## config.mk

```make
export PLATFORM = sky130hd
export DESIGN_NAME = ted_cfg
export DESIGN_NICKNAME = d
export VERILOG_FILES = /design/src/hdl/ted_pkg.sv /design/src/hdl/ted_cfg.sv
export SDC_FILE = /design/constraint.sdc
export NUM_CORES = 1
export LEC_CHECK = 0
export ABC_AREA = 1
export BUFFER_PORTS_ARGS = -buffer_cell sky130_fd_sc_hd__buf_4
export CAP_MARGIN = 40
export CORE_UTILIZATION = 47
export CTS_BUF_LIST = sky130_fd_sc_hd__clkbuf_4
export DETAILED_ROUTE_END_ITERATION = 16
export PLACE_DENSITY = 0.84
export REMOVE_ABC_BUFFERS = 1
export SLEW_MARGIN = 5
export SYNTH_ARGS = -nofsm -noshare
export SYNTH_HDL_FRONTEND = slang
export SYNTH_SLANG_ARGS = --single-unit
```

## constraint.sdc

```tcl
create_clock -name clk_i -period 1 [get_ports clk_i]
set_input_delay 0.15 -clock clk_i [delete_from_list [all_inputs] [get_ports clk_i]]
set_output_delay 0.15 -clock clk_i [all_outputs]
set_load 0.02 [all_outputs]
```

## src/hdl/ted_pkg.sv

```systemverilog
// ---------------------------------------------------------------------------
// ted_pkg: shared constants, types and helpers of the tape echo delay line
// Widths, memory geometry, register map and saturation functions.
// ---------------------------------------------------------------------------
package ted_pkg;

  localparam int SAMPLE_W   = 16;
  localparam int STATE_W    = SAMPLE_W + 8;
  localparam int MAX_DELAY  = 131072;
  localparam int POS_W      = $clog2(MAX_DELAY);
  localparam int CHANNELS   = 2;
  localparam int CH_W       = $clog2(CHANNELS);
  localparam int MEM_DEPTH  = CHANNELS * MAX_DELAY;
  localparam int MEM_AW     = CH_W + POS_W;

  localparam int GAIN_W     = 16;
  localparam int HP_COEF    = 197;
  localparam int HP_SHIFT   = 16;
  localparam int GAIN_SHIFT = 23;

  localparam int MUL_A_W    = STATE_W + 1;
  localparam int MUL_B_W    = GAIN_W + 1;
  localparam int MUL_P_W    = MUL_A_W + MUL_B_W;

  localparam int APB_AW     = 4;
  localparam int APB_DW     = 32;

  localparam logic [1:0] REG_DELAY_LENGTH  = 2'd0;
  localparam logic [1:0] REG_FEEDBACK_GAIN = 2'd1;
  localparam logic [1:0] REG_WET_GAIN      = 2'd2;

  localparam logic [POS_W-1:0]  DELAY_RESET = POS_W'(7200);
  localparam logic [GAIN_W-1:0] FB_RESET    = GAIN_W'(0);
  localparam logic [GAIN_W-1:0] WET_RESET   = GAIN_W'(32768);

  typedef struct packed {
    logic [POS_W-1:0]  delay_length;
    logic [GAIN_W-1:0] feedback_gain;
    logic [GAIN_W-1:0] wet_gain;
  } cfg_t;

  function automatic logic signed [STATE_W-1:0] sat_state(input logic signed [31:0] v);
    logic signed [31:0] hi;
    logic signed [31:0] lo;
    hi = 32'sd1 <<< (STATE_W - 1);
    hi = hi - 32'sd1;
    lo = -hi - 32'sd1;
    if (v > hi) begin
      return hi[STATE_W-1:0];
    end else if (v < lo) begin
      return lo[STATE_W-1:0];
    end
    return v[STATE_W-1:0];
  endfunction

  function automatic logic signed [SAMPLE_W-1:0] sat_sample(input logic signed [31:0] v);
    logic signed [31:0] hi;
    logic signed [31:0] lo;
    hi = 32'sd1 <<< (SAMPLE_W - 1);
    hi = hi - 32'sd1;
    lo = -hi - 32'sd1;
    if (v > hi) begin
      return hi[SAMPLE_W-1:0];
    end else if (v < lo) begin
      return lo[SAMPLE_W-1:0];
    end
    return v[SAMPLE_W-1:0];
  endfunction

endpackage

```

## src/hdl/ted_cfg.sv

```systemverilog
// ---------------------------------------------------------------------------
// ted_cfg: configuration registers
// APB-style register file holding delay length and the two gains.
// ---------------------------------------------------------------------------
module ted_cfg (
  input  logic                         clk_i,
  input  logic                         rst_ni,
  input  logic                         psel,
  input  logic                         penable,
  input  logic                         pwrite,
  input  logic [ted_pkg::APB_AW-1:0]   paddr,
  input  logic [ted_pkg::APB_DW-1:0]   pwdata,
  output logic [ted_pkg::APB_DW-1:0]   prdata,
  output logic                         pready,
  output ted_pkg::cfg_t                cfg_o
);
  import ted_pkg::*;

  cfg_t       cfg_q;
  logic       wr_en;
  logic [1:0] reg_idx;

  assign pready  = 1'b1;
  assign reg_idx = paddr[3:2];
  assign wr_en   = psel && penable && pwrite;

  always_ff @(posedge clk_i or negedge rst_ni) begin
    if (!rst_ni) begin
      cfg_q.delay_length  <= DELAY_RESET;
      cfg_q.feedback_gain <= FB_RESET;
      cfg_q.wet_gain      <= WET_RESET;
    end else if (wr_en) begin
      case (reg_idx)
        REG_DELAY_LENGTH:  cfg_q.delay_length  <= pwdata[POS_W-1:0];
        REG_FEEDBACK_GAIN: cfg_q.feedback_gain <= pwdata[GAIN_W-1:0];
        REG_WET_GAIN:      cfg_q.wet_gain      <= pwdata[GAIN_W-1:0];
        default: ;
      endcase
    end
  end

  always_comb begin
    case (reg_idx)
      REG_DELAY_LENGTH:  prdata = APB_DW'(cfg_q.delay_length);
      REG_FEEDBACK_GAIN: prdata = APB_DW'(cfg_q.feedback_gain);
      REG_WET_GAIN:      prdata = APB_DW'(cfg_q.wet_gain);
      default:           prdata = '0;
    endcase
  end

  assign cfg_o = cfg_q;

endmodule

```

==> metrics, run 1 <==
Critical Path Sink Type=output port; main combinational cell family by area after synthesis=simple AND/OR/NAND/NOR gates; synth top area cells=dfrtp_1 46%, nand2_1 30%, buf_4 5.9%; final hold violations=0; Worst-path clk slew=roughly 0.15 ns; met3 usage=around 7%; R2R depth=5; critical-path cell list=nand2_2 > nand3_2 > buf_6; root buf cell=clkbuf_4; Clock Sinks=between 40 and 50; Antenna Nets Post-Route=0; Starting Density=between 40% and 50%; slowest stage delay, CP=between 0.5 and 0.6 ns; area leader, netlist=dfrtp_1; number of synthesized flops with an enable pin=0; first-pass GRT wire length=12800 um; max cap viols=0; min Tclk post-route=between 1 and 1.5 ns; DR WL/cell=16.8 um; post-synthesis compound-gate area fraction=0%; chip height=roughly 74 um; CTS tree=done; post-synthesis simple-gate area fraction=between 30% and 40%; initial drt markers=about 260; Primary FF master, synth=dfrtp_1; share of cells above drive strength 1=43.1%; Startpoint Class=register; Routability Congestion=0.779; vias in the first global route=roughly 2700; pin count of the biggest net entering global routing=23; WS Path Type=register to output port; post-DP HPWL=~4700 um; Max Fclk=728 MHz; power per cell area=between 1500 and 2000 mW/mm^2; maximum vdd drop=between 0.001 and 0.0015 V; via-per-instance ratio=5.19; synthesized cell area=roughly 0.0024 mm^2; share of Yosys cell area claimed by the top area cell type=between 40% and 50%; Clock Latency Late Sink=~0.37 ns; failing checks=setup timing; Setup WS pre-CTS=-0.102 ns; fin area=0.00426 mm^2; CP startpoint=cfg_o[15]; status=finished with violations; met1 usage=a little under two fifths; Post-layout nets=approximately 510; Area after DPL=0.00322 mm^2; setup repair after global routing missed its margin=true; Pre-antenna DRT Iters=5; max-slew violation count=0; GRT Residual Overflow=0; port bufs=a little under 90; final WL=about 9100 um; num ports=approximately 120; GR Util met2=55.8%; Synth cell types=16; Critical Path RT=0.85 ns; ys async rst share=100%; Critical-path top delay cell=dfstp_2; XOR/XNOR share of the synthesized area=0%; Final WS setup=-0.373 ns; initial antenna violation count=0; final worst-path cycle share=137%; Clock Skew=0 ns; hold path depth=3; GRT Total Usage=between 30% and 40%; register area share after synthesis=around 51%; Critical R2R Launch=cfg_o[6]; number of synthesized register bits=49; ant diodes=0; Power, Total=7.91 mW; hold path start=pwdata[12]; TritonCTS Buffers=5; H-tree depth=2; Static Leak=2.38 nW; worst hold slack=approximately 0.022 ns; CP arrival=1.22 ns; gr busiest metal=met2; count of final setup violators=66; Mapped Cells=307; Die X=between 70 and 80 um; die area=between 0.005 and 0.006 mm^2; number of synthesis warnings=0; most frequent cells after synthesis=195 x nand2_1, 44 x dfrtp_1, 19 x buf_4, 16 x nand3_1, 5 x dfstp_2; max reg flops=between 40 and 50; P&R area growth vs syn=77.3%; Clock Tree Buf Depth=2; Synth Area in Adders=0%; most common cell in the netlist=nand2_1; Hold Path Class=input pin to register; Syn Area/Cell=around 7.8 um^2; DRC Markers=0; Vias=roughly 2800; multiplexer area fraction after synthesis=0%; row count=25; core area=approximately 0.0048 mm^2; Max FO, Critical Path=2
## per-layer routing
metal  up-vias  routed length, um
li1       1228                  -
met1      1339               3270
met2       193               4840
met3        41                659
met4         0                314
met5         -                  0
## repair_timing
action / 4_1_cts / 5_1_grt
gates resized for setup: 91 / 25
hold buffers: 17 / 0
setup endpoints to repair: 66 / 66
endpoints found under the hold margin: 85 / 0
buffers inserted: 23 / 22
pin swaps: 39 / 15
## power by group
| part | leakage, nW | switching, mW | total (mW) | internal [mW] |
|---|---|---|---|---|
| sequential | 0.611 | 0.423 | 2.84 | 2.41 |
| clock | 0.0552 | 0.653 | 1.43 | 0.774 |
| combinational | 1.71 | 1.72 | 3.65 | 1.93 |
| total | 2.38 | 2.80 | 7.91 | 5.12 |
## per-stage QoR
| stage | setup TNS, ns | cells | util, % |
|---|---|---|---|
| after floorplan | 0 | 296 | - |
| after global placement | -2.51 | 471 | 66.8 |
| after detailed placement | -4.03 | 471 | 66.8 |
| after CTS | -11.31 | 519 | 83.3 |
| after global routing | -15.74 | 540 | 88.4 |
| final | -13.24 | 540 | 88.4 |
## worst paths after layout
check | to | slack, ns
min | cfg_o[44] | 0.02
max in group asynchronous | cfg_o[20] | 0.38
min reg2reg | cfg_o[33] | 0.54
max | prdata[15] | -0.37
max reg2reg | cfg_o[6] | 0.01
min in group asynchronous | cfg_o[5] | 0.20
## cells by family (layout without fill, tap and decap cells)
kind of cell	count (synthesis)	in the layout
buf+inv	31	183
flops	49	49
other cells	2	16
simple gates	225	225
## placed cells by master, fill, tap and decap left out
master and n:
nand2_1 186, buf_6 93, buf_4 54, dfrtp_1 44, dlygate4sd3_1 17, conb_1 16, nand3_2 14, nand2_2 13
dfstp_2 5, clkbuf_4 5, buf_12 5, nor2_4 4, inv_1 3, inv_2 3, nand2_4 3, nand3_1 2
bufinv_16 2, nor2_2 1, nor2_1 1, nand3_4 1, clkinv_2 1
## layout make-up
cell class | count | area [um^2]
repair buffers | 169 | 1720
multi-input cells | 241 | 1100
clock buffers | 5 | 37.5
inverters | 6 | 22.5
well taps | 67 | 83.8
clock inverters | 3 | 65.1
fillers | 234 | 557
flip-flops and latches | 49 | 1230
## critical path, delay by kind of cell (launching register included)
family	cells	cell delay (ns)
simple gates	2	0.15
flops	1	0.59
buf+inv	1	0.12
No activity file was read; power rests on OpenSTA's default activity.
==> inputs of run 2 (changes only) <==
SETUP_SLACK_MARGIN = 0.05   (was unset)
==> metrics, run 2 (synthesis results as in run 1) <==
status=finished with violations; failing checks=setup timing; die area=around 0.0054 mm^2; R2R depth=5; core area=approximately 0.0048 mm^2; DR WL/cell=between 15 and 20 um; R2R Setup Slk=~0.02 ns; chip height=approximately 74 um; Critical Path RT=0.85 ns; ant diodes=0; pin count of the biggest net entering global routing=23; Seq pwr share=35.9%; maximum vdd drop=about 0.0014 V; Clock Tree Buf Depth=2; Critical R2R Launch=cfg_o[6]; Antenna Nets Post-Route=0; Max FO, Critical Path=2; met1 usage=a little under two fifths; WS Path Type=register to output port; Power, Total=7.91 mW; final hold violations=0; Clk network pwr share=approximately 18%; TNS Setup=-13.01 ns; share of cells above drive strength 1=about 44%; CTS tree=done; CP arrival=about 1.2 ns; Worst-path clk slew=about 0.15 ns; Clock Latency Late Sink=approximately 0.37 ns; Starting Density=49.9%; power per cell area=roughly 1900 mW/mm^2; min Tclk post-route=1.37 ns; Post-layout nets=513; Setup WS pre-CTS=-0.102 ns; port bufs=89; sw frac=35.3%; via-per-instance ratio=between 5 and 6; Int Power=roughly 5.1 mW; Static Leak=between 2 and 2.5 nW; Hold Path Class=input pin to register; Die X=73.5 um; Vias=around 2800; final worst-path cycle share=137%; num ports=roughly 120; Final Instance Count excl. Fillers=540; Setup crit end=prdata[15]; vias in the first global route=about 2700; Max Fclk=around 730 MHz; setup repair after global routing missed its margin=true; switching power=about 2.8 mW; DRC Markers=0; count of final setup violators=66; final WL=between 8000 and 9000 um; H-tree depth=2; met3 usage=under 10%; P&R area growth vs syn=77.5%; register area=0.00123 mm^2; Startpoint Class=register; CP startpoint=cfg_o[15]; TritonCTS Buffers=5; Routability Congestion=slightly below 0.8; max cap viols=0; final core utilization=88.5%; most common cell after layout, fill and taps aside=nand2_1; Placed Cells=471; FILL cells=roughly 240; GRT Total Usage=32.0%; most frequent cells in the layout=184 x nand2_1, 93 x buf_6, 54 x buf_4; gr busiest metal=met2; Comb pwr share=approximately 46%; max reg flops=49; Pre-antenna DRT Iters=5; Critical Path Sink Type=output port; worst reg2reg endpoint=cfg_o[6]; Clock Sinks=49; first-pass GRT wire length=12800 um; post-DP HPWL=4710 um; GRT Residual Overflow=0; root buf cell=clkbuf_4; initial antenna violation count=0; area of the multi-input gates=around 0.0011 mm^2; row count=25; GR Util met2=55.8%; Final WS setup=-0.369 ns; initial drt markers=approximately 260; Clock Skew=0 ns; max-slew violation count=0
[run 2: worst max-delay path, cell delays in order (launching register included)]
cell	delay [ns]
dfstp_2	0.59
nand2_2	0.06
nand3_2	0.08
buf_6	0.12
[run 2: repair_timing]
item                                    4_1_cts  5_1_grt
endpoints found under the setup margin       66       66
pin swaps                                    39       16
hold buffers                                 17        0
endpoints found under the hold margin        85        0
setup buffers                                23       22
resized for setup                            91       27
cloned                                        0        0
[run 2: power by group through the flow]
stage               clock network [mW]  registers (mW)  logic [mW]
finish                            1.42            2.84        3.65
global route                      1.52            2.87        3.86
floorplan                            0            3.25       0.676
CTS                               1.42            2.79        3.17
detailed placement                   0            2.79        2.33
global placement                     0            2.78        2.27
[run 2: worst min path at each step]
stage,endpoint,start,cells past startpoint,slack [ns]
finish,cfg_o[12],pwdata[12],3,0.03
global route,cfg_o[12],pwdata[12],3,0.02
CTS,cfg_o[44],pwdata[12],3,0.005
detailed placement,cfg_o[12],rst_ni,1,0.06
global placement,cfg_o[28],rst_ni,1,0.06
floorplan,cfg_o[0],rst_ni,0,-0.15
[run 2: routing by layer]
metal / share of wire, % / vias up
met5: 0 / -
met4: 3.3 / 0
met3: 7.0 / 43
met2: 54 / 160
met1: 35 / 1340
li1: - / 1229
[run 2: final cells by class]
class | instances | area share (%)
Timing Repair Buffer | 169 | 40.4
Sequential cell | 49 | 28.9
Clock buffer | 5 | 0.880
Inverter | 6 | 0.528
Clock inverter | 3 | 1.53
Multi-Input combinational cell | 241 | 25.8
Tap cell | 67 | 1.97
[run 2: stage by stage]
| step | cell area (um^2) | hold WS (ns) |
|---|---|---|
| after floorplan | 2260 | -0.146 |
| after global placement | 3220 | 0.0585 |
| after detailed placement | 3220 | 0.0614 |
| after CTS | 4010 | 0.00464 |
| after global routing | 4270 | 0.0157 |
| final | 4270 | 0.0304 |
==> inputs of run 3 (changes only) <==
CORE_UTILIZATION = 42   (was 47)
PLACE_DENSITY = 0.8   (was 0.84)
RECOVER_POWER = 50   (was unset)
clock period = 1.2 ns   (was 1 ns; I/O delays follow)
==> metrics, run 3 (synthesis results as in run 1) <==
DR WL/cell=~14 um; met1 usage=between 30% and 40%; CP arrival=between 1 and 1.5 ns; relative slew slack=about 49%; power per cell area=roughly 1500 mW/mm^2; core area=between 0.005 and 0.006 mm^2; Starting Density=about 44%; Static Leak=2.23 nW; port bufs=89; final hold violations=0; status=finished with violations; final worst-path cycle share=113%; Pre-antenna DRT Iters=4; GR Util met2=roughly two fifths; GRT Residual Overflow=0; most frequent cells in the layout=190 x nand2_1, 84 x buf_6, 60 x buf_4; max cap viols=0; met3 usage=4.59%; Clock Latency Late Sink=0.35 ns; count of final setup violators=29; first-pass GRT wire length=between 10000 and 15000 um; Max Fclk=~740 MHz; Hold Path Class=input pin to register; Routability Congestion=around 0.75; fin area=0.00395 mm^2; H-tree depth=2; Clock Sinks=49; initial antenna violation count=0; most common cell after layout, fill and taps aside=nand2_1; die area=between 0.006 and 0.007 mm^2; Critical Path RT=1.02 ns; Worst-path clk slew=between 0.1 and 0.15 ns; TritonCTS Buffers=5; setup repair after global routing missed its margin=true; Area after DPL=approximately 0.0032 mm^2; Final Instance Count excl. Fillers=roughly 530; Startpoint Class=register; Die X=roughly 78 um; share of cells above drive strength 1=42.5%; row count=27; Clock Tree Buf Depth=2; via-per-instance ratio=~4.8; WS Path Type=register to output port; Placed Cells=around 470; worst hold slack=around 0.030 ns; GRT Total Usage=24.1%; root buf cell=clkbuf_4; ant diodes=0; max-slew violation count=0; CTS tree=done; Critical Path Sink Type=output port; Setup WS pre-CTS=roughly 0.050 ns; Max FO, Critical Path=3; Antenna Nets Post-Route=0; Power, Total=~6.0 mW; failing checks=setup timing; pin count of the biggest net entering global routing=50; Clock Skew=0 ns; chip height=approximately 78 um; Post-layout nets=494; num ports=123; Vias=2526; Slew @ Worst Pin=about 0.76 ns; P&R area growth vs syn=64.4%; max reg flops=slightly below 50; DRC Markers=0; maximum vdd drop=between 0.0008 and 0.0009 V; Final WS setup=-0.154 ns; gr busiest metal=met2; min Tclk post-route=approximately 1.4 ns; vias in the first global route=between 2000 and 2500; final WL=7520 um; initial drt markers=between 100 and 150; post-DP HPWL=~4500 um
==> run 3: changes by cell type in the layout (fill, tap and decap cells not counted), moves of 3 or more <==
cell / previous run / this run
nand2_2: 15 / 12
clkbuf_4: 5 / 9
nand2_4: 3 / 0
buf_6: 93 / 84
nand2_1: 184 / 190
buf_4: 54 / 60
dlygate4sd3_1: 17 / 1
==> run 3: final timing paths <==
| kind | cells after the start | slack [ns] | startpoint | endpoint |
|---|---|---|---|---|
| hold reg to reg | 2 | 0.50 | cfg_o[15] | cfg_o[15] |
| hold / removal | 3 | 0.03 | pwdata[8] | cfg_o[40] |
| max in group asynchronous | 2 | 0.34 | rst_ni | cfg_o[18] |
| setup reg to reg | 5 | 0.21 | cfg_o[24] | cfg_o[24] |
| min in group asynchronous | 2 | 0.42 | rst_ni | cfg_o[39] |
| setup / recovery | 3 | -0.15 | cfg_o[15] | prdata[15] |
==> run 3: final cells by class <==
type	count	area, um^2
timing repair buffer	150	1480
tap	72	90.1
sequential	49	1230
inverter	6	22.5
multi-input combinational	241	1070
clock buffer	8	60.1
fill	429	1560
==> run 3: critical path, stage by stage, from the launching register on <==
cell,delay [ns]
dfstp_2,0.59
nand2_2,0.06
nand3_2,0.06
buf_6,0.11
==> run 3: per-stage QoR <==
step	setup TNS [ns]	utilization, %
finish	-1.91	71.8
detailed placement	0	57.6
global placement	0	57.6
CTS	-1.91	66.5
floorplan	0	-
global route	-5.01	71.8
==> run 3: per-layer routing <==
metal | wire length [um] | share of wire (%)
met5 | 0 | 0
met4 | 48 | 0.64
met3 | 551 | 7.3
met2 | 3950 | 53
met1 | 2970 | 39
==> run 3: report_power, final <==
part | switching [mW] | internal [mW] | total (mW)
registers | 0.314 | 2.01 | 2.33
logic | 1.35 | 1.53 | 2.87
clock network | 0.493 | 0.303 | 0.796
total | 2.15 | 3.84 | 6.00
==> run 3: timing repair <==
action                     in CTS  in global routing
setup endpoints to repair      23                 66
buffers inserted               29                 17
hold buffers                    1                  0
hold endpoints to repair       44                  0
gates resized for setup        51                 54
pin swaps                      36                 19
