## src/hdl/ted_pkg.sv

```systemverilog
// ---------------------------------------------------------------------------
// ted_pkg: shared constants, types and helpers of the tape echo delay line
// Widths, memory geometry, register map and saturation functions.
// ---------------------------------------------------------------------------
package ted_pkg;

  localparam int SAMPLE_W   = 16;
  localparam int STATE_W    = SAMPLE_W + 8;
  localparam int MAX_DELAY  = 131072;
  localparam int POS_W      = $clog2(MAX_DELAY);
  localparam int CHANNELS   = 2;
  localparam int CH_W       = $clog2(CHANNELS);
  localparam int MEM_DEPTH  = CHANNELS * MAX_DELAY;
  localparam int MEM_AW     = CH_W + POS_W;

  localparam int GAIN_W     = 16;
  localparam int HP_COEF    = 197;
  localparam int HP_SHIFT   = 16;
  localparam int GAIN_SHIFT = 23;

  localparam int MUL_A_W    = STATE_W + 1;
  localparam int MUL_B_W    = GAIN_W + 1;
  localparam int MUL_P_W    = MUL_A_W + MUL_B_W;

  localparam int APB_AW     = 4;
  localparam int APB_DW     = 32;

  localparam logic [1:0] REG_DELAY_LENGTH  = 2'd0;
  localparam logic [1:0] REG_FEEDBACK_GAIN = 2'd1;
  localparam logic [1:0] REG_WET_GAIN      = 2'd2;

  localparam logic [POS_W-1:0]  DELAY_RESET = POS_W'(7200);
  localparam logic [GAIN_W-1:0] FB_RESET    = GAIN_W'(0);
  localparam logic [GAIN_W-1:0] WET_RESET   = GAIN_W'(32768);

  typedef struct packed {
    logic [POS_W-1:0]  delay_length;
    logic [GAIN_W-1:0] feedback_gain;
    logic [GAIN_W-1:0] wet_gain;
  } cfg_t;

  function automatic logic signed [STATE_W-1:0] sat_state(input logic signed [31:0] v);
    logic signed [31:0] hi;
    logic signed [31:0] lo;
    hi = 32'sd1 <<< (STATE_W - 1);
    hi = hi - 32'sd1;
    lo = -hi - 32'sd1;
    if (v > hi) begin
      return hi[STATE_W-1:0];
    end else if (v < lo) begin
      return lo[STATE_W-1:0];
    end
    return v[STATE_W-1:0];
  endfunction

  function automatic logic signed [SAMPLE_W-1:0] sat_sample(input logic signed [31:0] v);
    logic signed [31:0] hi;
    logic signed [31:0] lo;
    hi = 32'sd1 <<< (SAMPLE_W - 1);
    hi = hi - 32'sd1;
    lo = -hi - 32'sd1;
    if (v > hi) begin
      return hi[SAMPLE_W-1:0];
    end else if (v < lo) begin
      return lo[SAMPLE_W-1:0];
    end
    return v[SAMPLE_W-1:0];
  endfunction

endpackage

```

## src/hdl/ted_mul.sv

```systemverilog
// ---------------------------------------------------------------------------
// ted_mul: shared signed multiplier
// Serves the high-pass coefficient and both gain products; product registered.
// ---------------------------------------------------------------------------
module ted_mul (
  input  logic                              clk_i,
  input  logic signed [ted_pkg::MUL_A_W-1:0] a_i,
  input  logic signed [ted_pkg::MUL_B_W-1:0] b_i,
  output logic signed [ted_pkg::MUL_P_W-1:0] p_o
);
  import ted_pkg::*;

  logic signed [MUL_P_W-1:0] p_q;

  always_ff @(posedge clk_i) begin
    p_q <= MUL_P_W'(a_i) * MUL_P_W'(b_i);
  end

  assign p_o = p_q;

endmodule

```

## config.mk

```make
export PLATFORM = sky130hd
export DESIGN_NAME = ted_mul
export DESIGN_NICKNAME = d
export VERILOG_FILES = /design/src/hdl/ted_pkg.sv /design/src/hdl/ted_mul.sv
export SDC_FILE = /design/constraint.sdc
export NUM_CORES = 1
export LEC_CHECK = 0
export BUFFER_PORTS_ARGS = -buffer_cell sky130_fd_sc_hd__buf_2
export CORE_MARGIN = 3
export CORE_UTILIZATION = 45
export CTS_CLUSTER_DIAMETER = 200
export DETAILED_ROUTE_END_ITERATION = 10
export MAX_ROUTING_LAYER = met4
export PLACE_DENSITY_LB_ADDON = 0.05
export SETUP_SLACK_MARGIN = 0.1
export SLEW_MARGIN = 5
export SYNTH_ARGS = -nofsm -noshare
export SYNTH_HDL_FRONTEND = slang
export SYNTH_SLANG_ARGS = --single-unit
```

## constraint.sdc

```tcl
create_clock -name clk_i -period 10.5 [get_ports clk_i]
set_clock_uncertainty 0.05 [all_clocks]
set_input_delay 1.05 -clock clk_i [delete_from_list [all_inputs] [get_ports clk_i]]
set_output_delay 1.05 -clock clk_i [all_outputs]
set_load 0.1 [all_outputs]
```

==> summary.md, run 1 <==
| Metric | Value |
|---|---|
| Status | `completed` |
| Final setup TNS | `0 ns` |
| CP Data Required Time | `10.70 ns` |
| CP arrival | `8.33 ns` |
| Largest net degree at the start of global routing | `26` |
| Final Max Slew Viols | `0` |
| Synth Flop Type | `dfxtp_1` |
| Slowest stage cell, crit path | `clkinv_1` |
| Worst rel slew slack | `0.339` |
| Antenna diodes | `0` |
| CTS clk-pin slew, worst paths | `0.06 ns` |
| Place WS | `just under 2 ns` |
| Post-Syn Instances | `roughly 1700` |
| # Max-Cap Violations | `0` |
| RSZ-0062 raised after global routing | `no` |
| First-pass GRT wire length | `about 68 mm` |
| Post-synth top cells | `inv_1 (446), fa_1 (416), nand2_1 (237), and2_1 (188), ha_1 (101)` |
| Final setup viols | `0` |
| Synth top area share | `0.525` |
| Area contributors post-synth | `fa_1 (52%), inv_1 (11%), ha_1 (8.0%)` |
| Drt via density | `5.00` |
| Fin area | `about 17000 um2` |
| CTS buffer count | `5` |
| Post-DRT Antenna Nets | `0` |
| CP max stage delay | `around 0.62 ns` |
| CTS max path bufs | `2` |
| Overflow after GRT | `0` |
| Initial Utilization | `0.458` |
| Post-Syn Area | `15900 um2` |
| Min-delay src | `a_i[0]` |
| Synth cell types | `roughly 50` |
| Fin worst setup slack | `around 2.4 ns` |
| Top Ports | `85` |
| 1st-iter DRT viols | `approximately 450` |
| Clock sink count | `42` |
| Max FFs per register | `42` |
| GRT Total Usage | `0.238` |
| Maximum clock frequency | `approximately 120 MHz` |
| Port-buffer cells | `84` |
| Avg Cell Area, Syn | `between 9 and 10 um2` |
| Final WL | `between 30 and 40 mm` |
| Vias in the first global route | `about 12000` |
| Die span in x | `194 um` |
| Slew @ Worst Pin | `0.991 ns` |
| Number of post-CTS setup repair buffers | `0` |
| Filler cell count | `roughly 3500` |
| Min Clock Period, post-route | `8.13 ns` |
| Root buf cell | `clkbuf_16` |
| Area Overhead vs Synth | `5.77%` |
| Final hold violation count | `0` |
| CTS tree | `built` |
| CP Buf/Inv Count | `4` |
| Ys async rst share | `0` |
| Xor/xnor share of the synthesized area | `0.0226` |
| Row count | `slightly below 70` |
| Core Util, Final | `0.485` |
| Critical Path, Cell by Cell | `buf_2, clkinv_1, nor2_1, fa_1, fa_1, fa_1, fa_1, fa_1, inv_1, fa_1, inv_1, ha_1, a211o_1, a311o_1, a221oi_2, o22ai_1, nor3_2, a31oi_1, o41ai_4, or4b_1, o211ai_1` |
| Largest family of logic cells by synthesized area | `adder cells` |
| Full die area | `about 38000 um2` |
| Syn Nets | `2266` |
| Worst setup EP type | `flip-flop` |
| Adder-cell share of the synthesized area | `0.605` |
| Register area share after synthesis | `0.0530` |
| CTS Hold Bufs | `0` |
| Post-placement cell area | `16600 um2` |
| Vias | `around 11000` |
| Synth Area in Compound Gates | `0.0425` |
| GPL Wtd Cong | `0.836` |
| Post-Synth Simple-Gate Area | `0.156` |
| Worst setup SP type | `input port` |
| Crit-path max FO | `17` |
| Post-cts sizing count | `0` |
| Core ar. | `about 35000 um2` |
| Crit Path Category | `input port to flip-flop` |
| H-Tree Depth | `2` |
| Most frequent cell after synthesis | `inv_1` |
| HP Class | `input port to flip-flop` |
| Layout cells sized above 1 | `0.0575` |
| Top delay family on crit path | `adder cells` |
| Initial antenna violation count | `0` |
| Drt pass-1 iters | `5` |
| Drt wl/cell | `18.2 um` |
| Yosys reg bits | `42` |
| Proportion of synthesized area in mux cells | `0.000710` |
| Area leader, netlist | `fa_1` |
| Critical Path Most Common Cell | `fa_1` |
| Fin nets | `about 2300` |
| Critical Path Start | `b_i[16]` |
| Syn. warnings | `0` |
| Die Y | `between 150 and 200 um` |
| Number of synthesized flops with an enable pin | `0` |
| Detailed-route DRC error count | `0` |
| Hpwl dp | `between 30 and 40 mm` |
| Period utilisation layout | `0.774` |
==> final cells by class <==
class	count	area (um2)	share of cell area
clock inverter	1	5.00	0.000298
sequential	42	841	0.0501
tap	455	569	0.0339
inverter	447	1680	0.100
clock buffer	7	143	0.00850
multi-input combinational	1156	13100	0.782
timing repair buffer	85	428	0.0255
==> per-stage QoR <==
step,std cells,hold slack (ns)
2_1_floorplan,1706,1.12
3_3_place_gp,2185,1.47
3_5_place_dp,2185,1.47
4_1_cts,2193,1.11
5_1_grt,2193,1.15
6_report,2193,1.14
==> logic make-up (layout without fill, tap and decap cells) <==
group	after synthesis	in the layout
compound gates	95	95
buf+inv	508	540
mux	1	1
xor+xnor	41	41
fa+ha+maj	517	517
flops	42	42
simple gates	502	502
==> cell usage in the layout, fill, tap and decap left out, types with 2 or more instances in the layout <==
| master | netlist | layout |
|---|---|---|
| a211o_1 | 2 | 2 |
| a211oi_1 | 5 | 5 |
| a21o_1 | 16 | 16 |
| a21oi_1 | 22 | 22 |
| a221oi_1 | 2 | 2 |
| a311oi_1 | 2 | 2 |
| a31oi_1 | 4 | 4 |
| and2_1 | 188 | 188 |
| and3_1 | 4 | 4 |
| and4_1 | 4 | 4 |
| buf_2 | 0 | 84 |
| clkbuf_16 | 0 | 5 |
| dfxtp_1 | 42 | 42 |
| fa_1 | 416 | 416 |
| ha_1 | 101 | 101 |
| inv_1 | 446 | 446 |
| nand2_1 | 237 | 237 |
| nand2b_1 | 12 | 12 |
| nand3_1 | 3 | 3 |
| nand4_1 | 5 | 5 |
| nor2_1 | 34 | 34 |
| nor2b_1 | 4 | 4 |
| nor3_1 | 2 | 2 |
| nor4_1 | 2 | 2 |
| o2111ai_1 | 2 | 2 |
| o211ai_1 | 2 | 2 |
| o21a_1 | 4 | 4 |
| o21ai_0 | 12 | 12 |
| o21bai_1 | 11 | 11 |
| or2_2 | 2 | 2 |
| or4_1 | 2 | 2 |
| xnor2_1 | 31 | 31 |
| xor2_1 | 10 | 10 |
==> routing by layer <==
layer	track usage	wire length (um)	share of wire	vias up
li1	-	-	-	4966
met1	0.305	17300	0.43	5715
met2	0.396	19900	0.50	222
met3	0.0301	1340	0.034	52
met4	0.0774	1370	0.034	0
met5	-	0	0	-
==> path summary, 6_finish.rpt <==
check                             end  slack [ns]  cells past startpoint
worst max-delay path  p_o[40]$_DFF_P_        2.37                     21
worst min-delay path   p_o[0]$_DFF_P_        1.14                      2
Power of run 1 is not shown: default switching activity piles up to over one toggle a cycle in this logic, so the estimate is an artifact.
==> inputs of run 2 (changes only) <==
- ABC_AREA: default -> 1
- clock period: 10.5 -> 8.1 ns (I/O delays scaled with it)
==> run 2 against run 1 <==
Core utilization shrank 0.26 points. Largest cell class unchanged. Sequential cell count stayed put. Synthesized area grew 9.7%.
==> summary.md, run 2 <==
| Metric | Value |
|---|---|
| Area Overhead vs Synth | `4.86%` |
| Final setup TNS | `0 ns` |
| Hpwl dp | `about 40 mm` |
| Crit-path max FO | `25` |
| Number of post-CTS setup repair buffers | `0` |
| Final Non-Filler Cells | `2807` |
| Post-synth top cells | `inv_1 (741), nand2_1 (665), fa_1 (416), ha_1 (101), clkbuf_1 (99)` |
| Fin nets | `approximately 2900` |
| Synth top area share | `0.479` |
| Area contributors post-synth | `fa_1 (48%), inv_1 (16%), nand2_1 (14%)` |
| Synth cell types | `28` |
| Detailed-route DRC error count | `0` |
| Metal-1 WL | `slightly above 20 mm` |
| Post-Syn Instances | `between 2000 and 2500` |
| Crit Path Category | `input port to flip-flop` |
| Most frequent cell after synthesis | `inv_1` |
| Slew @ Worst Pin | `0.997 ns` |
| Vias in the first global route | `~15000` |
| Final Max Slew Viols | `0` |
| Area leader, netlist | `fa_1` |
| WL met3 | `~2 mm` |
| Filler cell count | `roughly 4000` |
| Full die area | `just over 40000 um2` |
| Final hold violation count | `0` |
| DR WL met2 | `between 20 and 25 mm` |
| H-Tree Depth | `2` |
| GRT Total Usage | `0.258` |
| Core ar. | `between 30000 and 40000 um2` |
| CP arrival | `6.59 ns` |
| Number of synthesized flops with an enable pin | `0` |
| Top Ports | `85` |
| Yosys reg bits | `42` |
| Root buf cell | `clkbuf_16` |
| Storage cell area | `841 um2` |
| Maximum clock frequency | `approximately 150 MHz` |
| Min Clock Period, post-route | `6.47 ns` |
| CTS max path bufs | `2` |
| CP Data Required Time | `between 8 and 9 ns` |
| Post-cts sizing count | `0` |
| Commonest non-fill, non-tap cell in the layout | `inv_1` |
| Place WS | `between 1 and 1.5 ns` |
| HP Class | `input port to flip-flop` |
| Layout cells sized above 1 | `0.0588` |
| Max FFs per register | `42` |
| Register area share after synthesis | `0.0483` |
| CTS clk-pin slew, worst paths | `about 0.08 ns` |
| Drt via density | `4.79` |
| Overflow after GRT | `0` |
| Worst hold margin | `between 0.8 and 0.9 ns` |
| Post-Syn Area | `17400 um2` |
| Ys async rst share | `0` |
| # Max-Cap Violations | `0` |
| Period utilisation layout | `0.798` |
| Final WL | `between 40 and 50 mm` |
| Drt pass-1 iters | `5` |
| Top Metal Used | `met4` |
| Worst setup EP type | `flip-flop` |
| Die Y | `between 200 and 250 um` |
| Vias | `13500` |
| Worst setup SP type | `input port` |
| Port-buffer cells | `84` |
| First-pass GRT wire length | `~80 mm` |
| Inst Count DP | `2799` |
| Initial antenna violation count | `1` |
| Initial Utilization | `0.460` |
| Post-DRT Antenna Nets | `0` |
| Synth Flop Type | `dfxtp_1` |
| Syn Nets | `roughly 2900` |
| Worst rel slew slack | `0.335` |
| Commonest cells after routing, fill and taps aside | `inv_1 (741), nand2_1 (665), fa_1 (416), ha_1 (101), buf_2 (84)` |
| Die span in x | `203 um` |
| CTS Hold Bufs | `0` |
| Avg Cell Area, Syn | `between 7 and 8 um2` |
| 1st-iter DRT viols | `just over 700` |
| Status | `completed` |
| Fin worst setup slack | `between 1.5 and 2 ns` |
| Area of the multi-input gates | `13400 um2` |
| GPL Wtd Cong | `0.889` |
| Drt wl/cell | `17.3 um` |
| Largest net degree at the start of global routing | `27` |
| Syn. warnings | `0` |
| Row count | `71` |
| CTS buffer count | `5` |
| Clock sink count | `42` |
| CTS tree | `built` |
| RSZ-0062 raised after global routing | `no` |
| Final setup viols | `0` |
run 2: area by class of cell:
cell class / instances / share of cell area
Multi-Input combinational cell: 1415 / 0.734
Inverter: 744 / 0.153
Sequential cell: 42 / 0.0461
Tap cell: 511 / 0.0351
Timing Repair Buffer: 87 / 0.0243
Clock buffer: 5 / 0.00686
Clock inverter: 2 / 0.000549
Antenna cell: 1 / 0.000137
run 2: path summary, 6_finish.rpt:
| check | from | endpoint | cells past startpoint |
|---|---|---|---|
| worst max-delay path | b_i[2] | p_o[39]$_DFF_P_ | 19 |
| worst min-delay path | a_i[0] | p_o[0]$_DFF_P_ | 3 |
run 2: logic make-up (layout without fill, tap and decap cells):
| group | after synthesis | after routing | synth area share |
|---|---|---|---|
| AO/OA/AOI/OAI | 44 | 44 | 0.0145 |
| adder cells (fa/ha/maj) | 517 | 517 | 0.551 |
| buffers and inverters | 844 | 838 | 0.182 |
| flip-flops | 42 | 42 | 0.0483 |
| AND/OR/NAND/NOR | 831 | 831 | 0.192 |
| XOR/XNOR | 23 | 23 | 0.0116 |
| other | 0 | 1 | 0 |
run 2: per-layer routing:
metal | up-vias | track usage
met4 | 0 | 0.0616
li1 | 6281 | -
met5 | - | -
met3 | 71 | 0.0178
met1 | 6761 | 0.324
met2 | 341 | 0.460
run 2: worst max-delay path: stages:
cell and delay [ns]:
buf_2 0.54, nand2_1 0.20, inv_1 0.17, fa_1 0.47, fa_1 0.56, inv_1 0.29
fa_1 0.50, fa_1 0.56, fa_1 0.43, fa_1 0.49, inv_1 0.04, ha_1 0.43
nand2_1 0.14, nor2_1 0.15, nand3_1 0.14, nor2_1 0.24, nand3b_1 0.19, nand4_1 0.13
nand2_1 0.06
run 2: per-stage QoR:
stage / cell area [um2] / util
4_1_cts: 18200 / 0.482
6_report: 18200 / 0.482
3_5_place_dp: 18100 / 0.478
2_1_floorplan: 17400 / -
3_3_place_gp: 18100 / 0.478
5_1_grt: 18200 / 0.482
Power of run 2 is left out for the same reason.
==> inputs of run 3 (changes only) <==
- clock period: 8.1 -> 5.2 ns (I/O delays scaled with it)
==> run 3 against run 2 <==
Core utilization increased by 12 points. The run now ends with negative setup slack left. Critical endpoint is now p_o[36]$_DFF_P_. Highest routed layer unchanged. Die area unchanged. Final cell count increased by 9.8%.
==> summary.md, run 3 (synthesis gave the netlist of run 2 again) <==
| Metric | Value |
|---|---|
| Status | `finished, violations left` |
| Violated checks | `negative setup slack` |
| Worst setup EP type | `flip-flop` |
| Area Overhead vs Synth | `32.0%` |
| Hpwl dp | `~42 mm` |
| CTS clk-pin slew, worst paths | `~0.07 ns` |
| Die Y | `203 um` |
| First-pass GRT wire length | `around 87 mm` |
| WHS Path Cells | `4` |
| Overflow after GRT | `0` |
| Core ar. | `37800 um2` |
| CTS Hold Bufs | `0` |
| CTS tree | `built` |
| Fin nets | `around 3100` |
| Maximum clock frequency | `188 MHz` |
| Die span in x | `between 200 and 250 um` |
| RSZ-0062 raised after global routing | `yes` |
| Commonest cells after routing, fill and taps aside | `inv_1 (670), nand2_1 (575), fa_1 (379), buf_4 (222), ha_1 (68)` |
| Clock sink count | `42` |
| Final WL | `roughly 53 mm` |
| Drt wl/cell | `roughly 17 um` |
| CP Data Required Time | `5.35 ns` |
| Min Clock Period, post-route | `between 5 and 6 ns` |
| Crit-path max FO | `8` |
| Fin worst setup slack | `-0.118 ns` |
| H-Tree Depth | `2` |
| Post-DRT Antenna Nets | `0` |
| Drt pass-1 iters | `5` |
| Row count | `slightly above 70` |
| # Max-Cap Violations | `0` |
| Hold EP | `p_o[0]$_DFF_P_` |
| Commonest non-fill, non-tap cell in the layout | `inv_1` |
| Initial Utilization | `0.460` |
| Worst setup SP type | `input port` |
| Initial antenna violation count | `1` |
| Detailed-route DRC error count | `0` |
| Max FFs per register | `42` |
| 1st-iter DRT viols | `around 710` |
| Root buf cell | `clkbuf_16` |
| Drt via density | `approximately 4.8` |
| Core Util, Final | `0.607` |
| CTS max path bufs | `2` |
| GRT Total Usage | `0.277` |
| Final hold violation count | `0` |
| Full die area | `between 40000 and 50000 um2` |
| GPL Wtd Cong | `roughly 0.96` |
| Period utilisation layout | `1.02` |
| Vias in the first global route | `roughly 16000` |
| Top Ports | `between 80 and 90` |
| CP arrival | `between 5 and 6 ns` |
| Crit Path Category | `input port to flip-flop` |
| CTS buffer count | `5` |
| HP Class | `input port to flip-flop` |
| Worst rel slew slack | `0.668` |
| Largest net degree at the start of global routing | `19` |
| Slew @ Worst Pin | `~0.50 ns` |
| Port-buffer cells | `84` |
| Min-delay src | `a_i[0]` |
| Vias | `about 15000` |
| Final setup viols | `16` |
| Layout cells sized above 1 | `0.287` |
| Final Max Slew Viols | `0` |
[run 3: per-stage QoR]
stage	setup TNS [ns]	setup WS [ns]	instance area, um2	std cells	hold slack (ns)
after floorplan	-0.562	-0.188	18400	2301	0.755
after global placement	-13.45	-0.665	20300	3004	0.938
after detailed placement	-13.70	-0.686	20300	3004	0.947
after CTS	-0.689	-0.117	22400	3066	0.638
after global routing	-4.72	-0.296	23000	3082	0.689
final	-0.817	-0.118	23000	3082	0.647
[run 3: routing by layer]
layer	up-vias	global-route usage	share of wire	wire, um
met1	7364	0.343	0.40	21300
li1	6849	-	-	-
met3	91	0.0303	0.048	2550
met5	-	-	0	0
met2	391	0.495	0.52	27400
met4	0	0.0594	0.026	1390
[run 3: repair_timing]
| item | in CTS | in global routing |
|---|---|---|
| pin swaps | 163 | 123 |
| endpoints found under the setup margin | 30 | 31 |
| cloned | 13 | 0 |
| resized for setup | 358 | 121 |
| setup buffers | 41 | 15 |
[run 3: critical path, stage by stage]
cell     delay [ns]
buf_6          0.07
inv_4          0.03
buf_12         0.14
buf_16         0.13
buf_4          0.15
or2_2          0.29
fa_1           0.39
fa_1           0.52
fa_2           0.54
inv_1          0.05
fa_2           0.54
fa_2           0.44
fa_1           0.49
ha_4           0.36
nand2_2        0.11
nor2_4         0.14
nand2_2        0.10
nor3_2         0.17
nand2_2        0.11
nand3_1        0.09
nand2_1        0.06
[run 3: final cells by class]
cell class              count  area, um2
flip-flops and latches     42        841
well taps                 511        639
multi-input cells        1415      15100
inverters                 744       2810
fillers                  3460      14900
repair buffers            361       3430
clock buffers               5        125
clock inverters             3       68.8
diodes                      1       2.50
[run 3: how the worst max path moves through the flow]
| stage | cells after the start | endpoint | from |
|---|---|---|---|
| finish | 21 | p_o[36]$_DFF_P_ | b_i[16] |
| global route | 21 | p_o[36]$_DFF_P_ | b_i[7] |
| CTS | 22 | p_o[40]$_DFF_P_ | b_i[16] |
| detailed placement | 23 | p_o[40]$_DFF_P_ | b_i[10] |
| global placement | 23 | p_o[40]$_DFF_P_ | b_i[10] |
| floorplan | 22 | p_o[40]$_DFF_P_ | b_i[7] |
Power of run 3 is left out for the same reason.
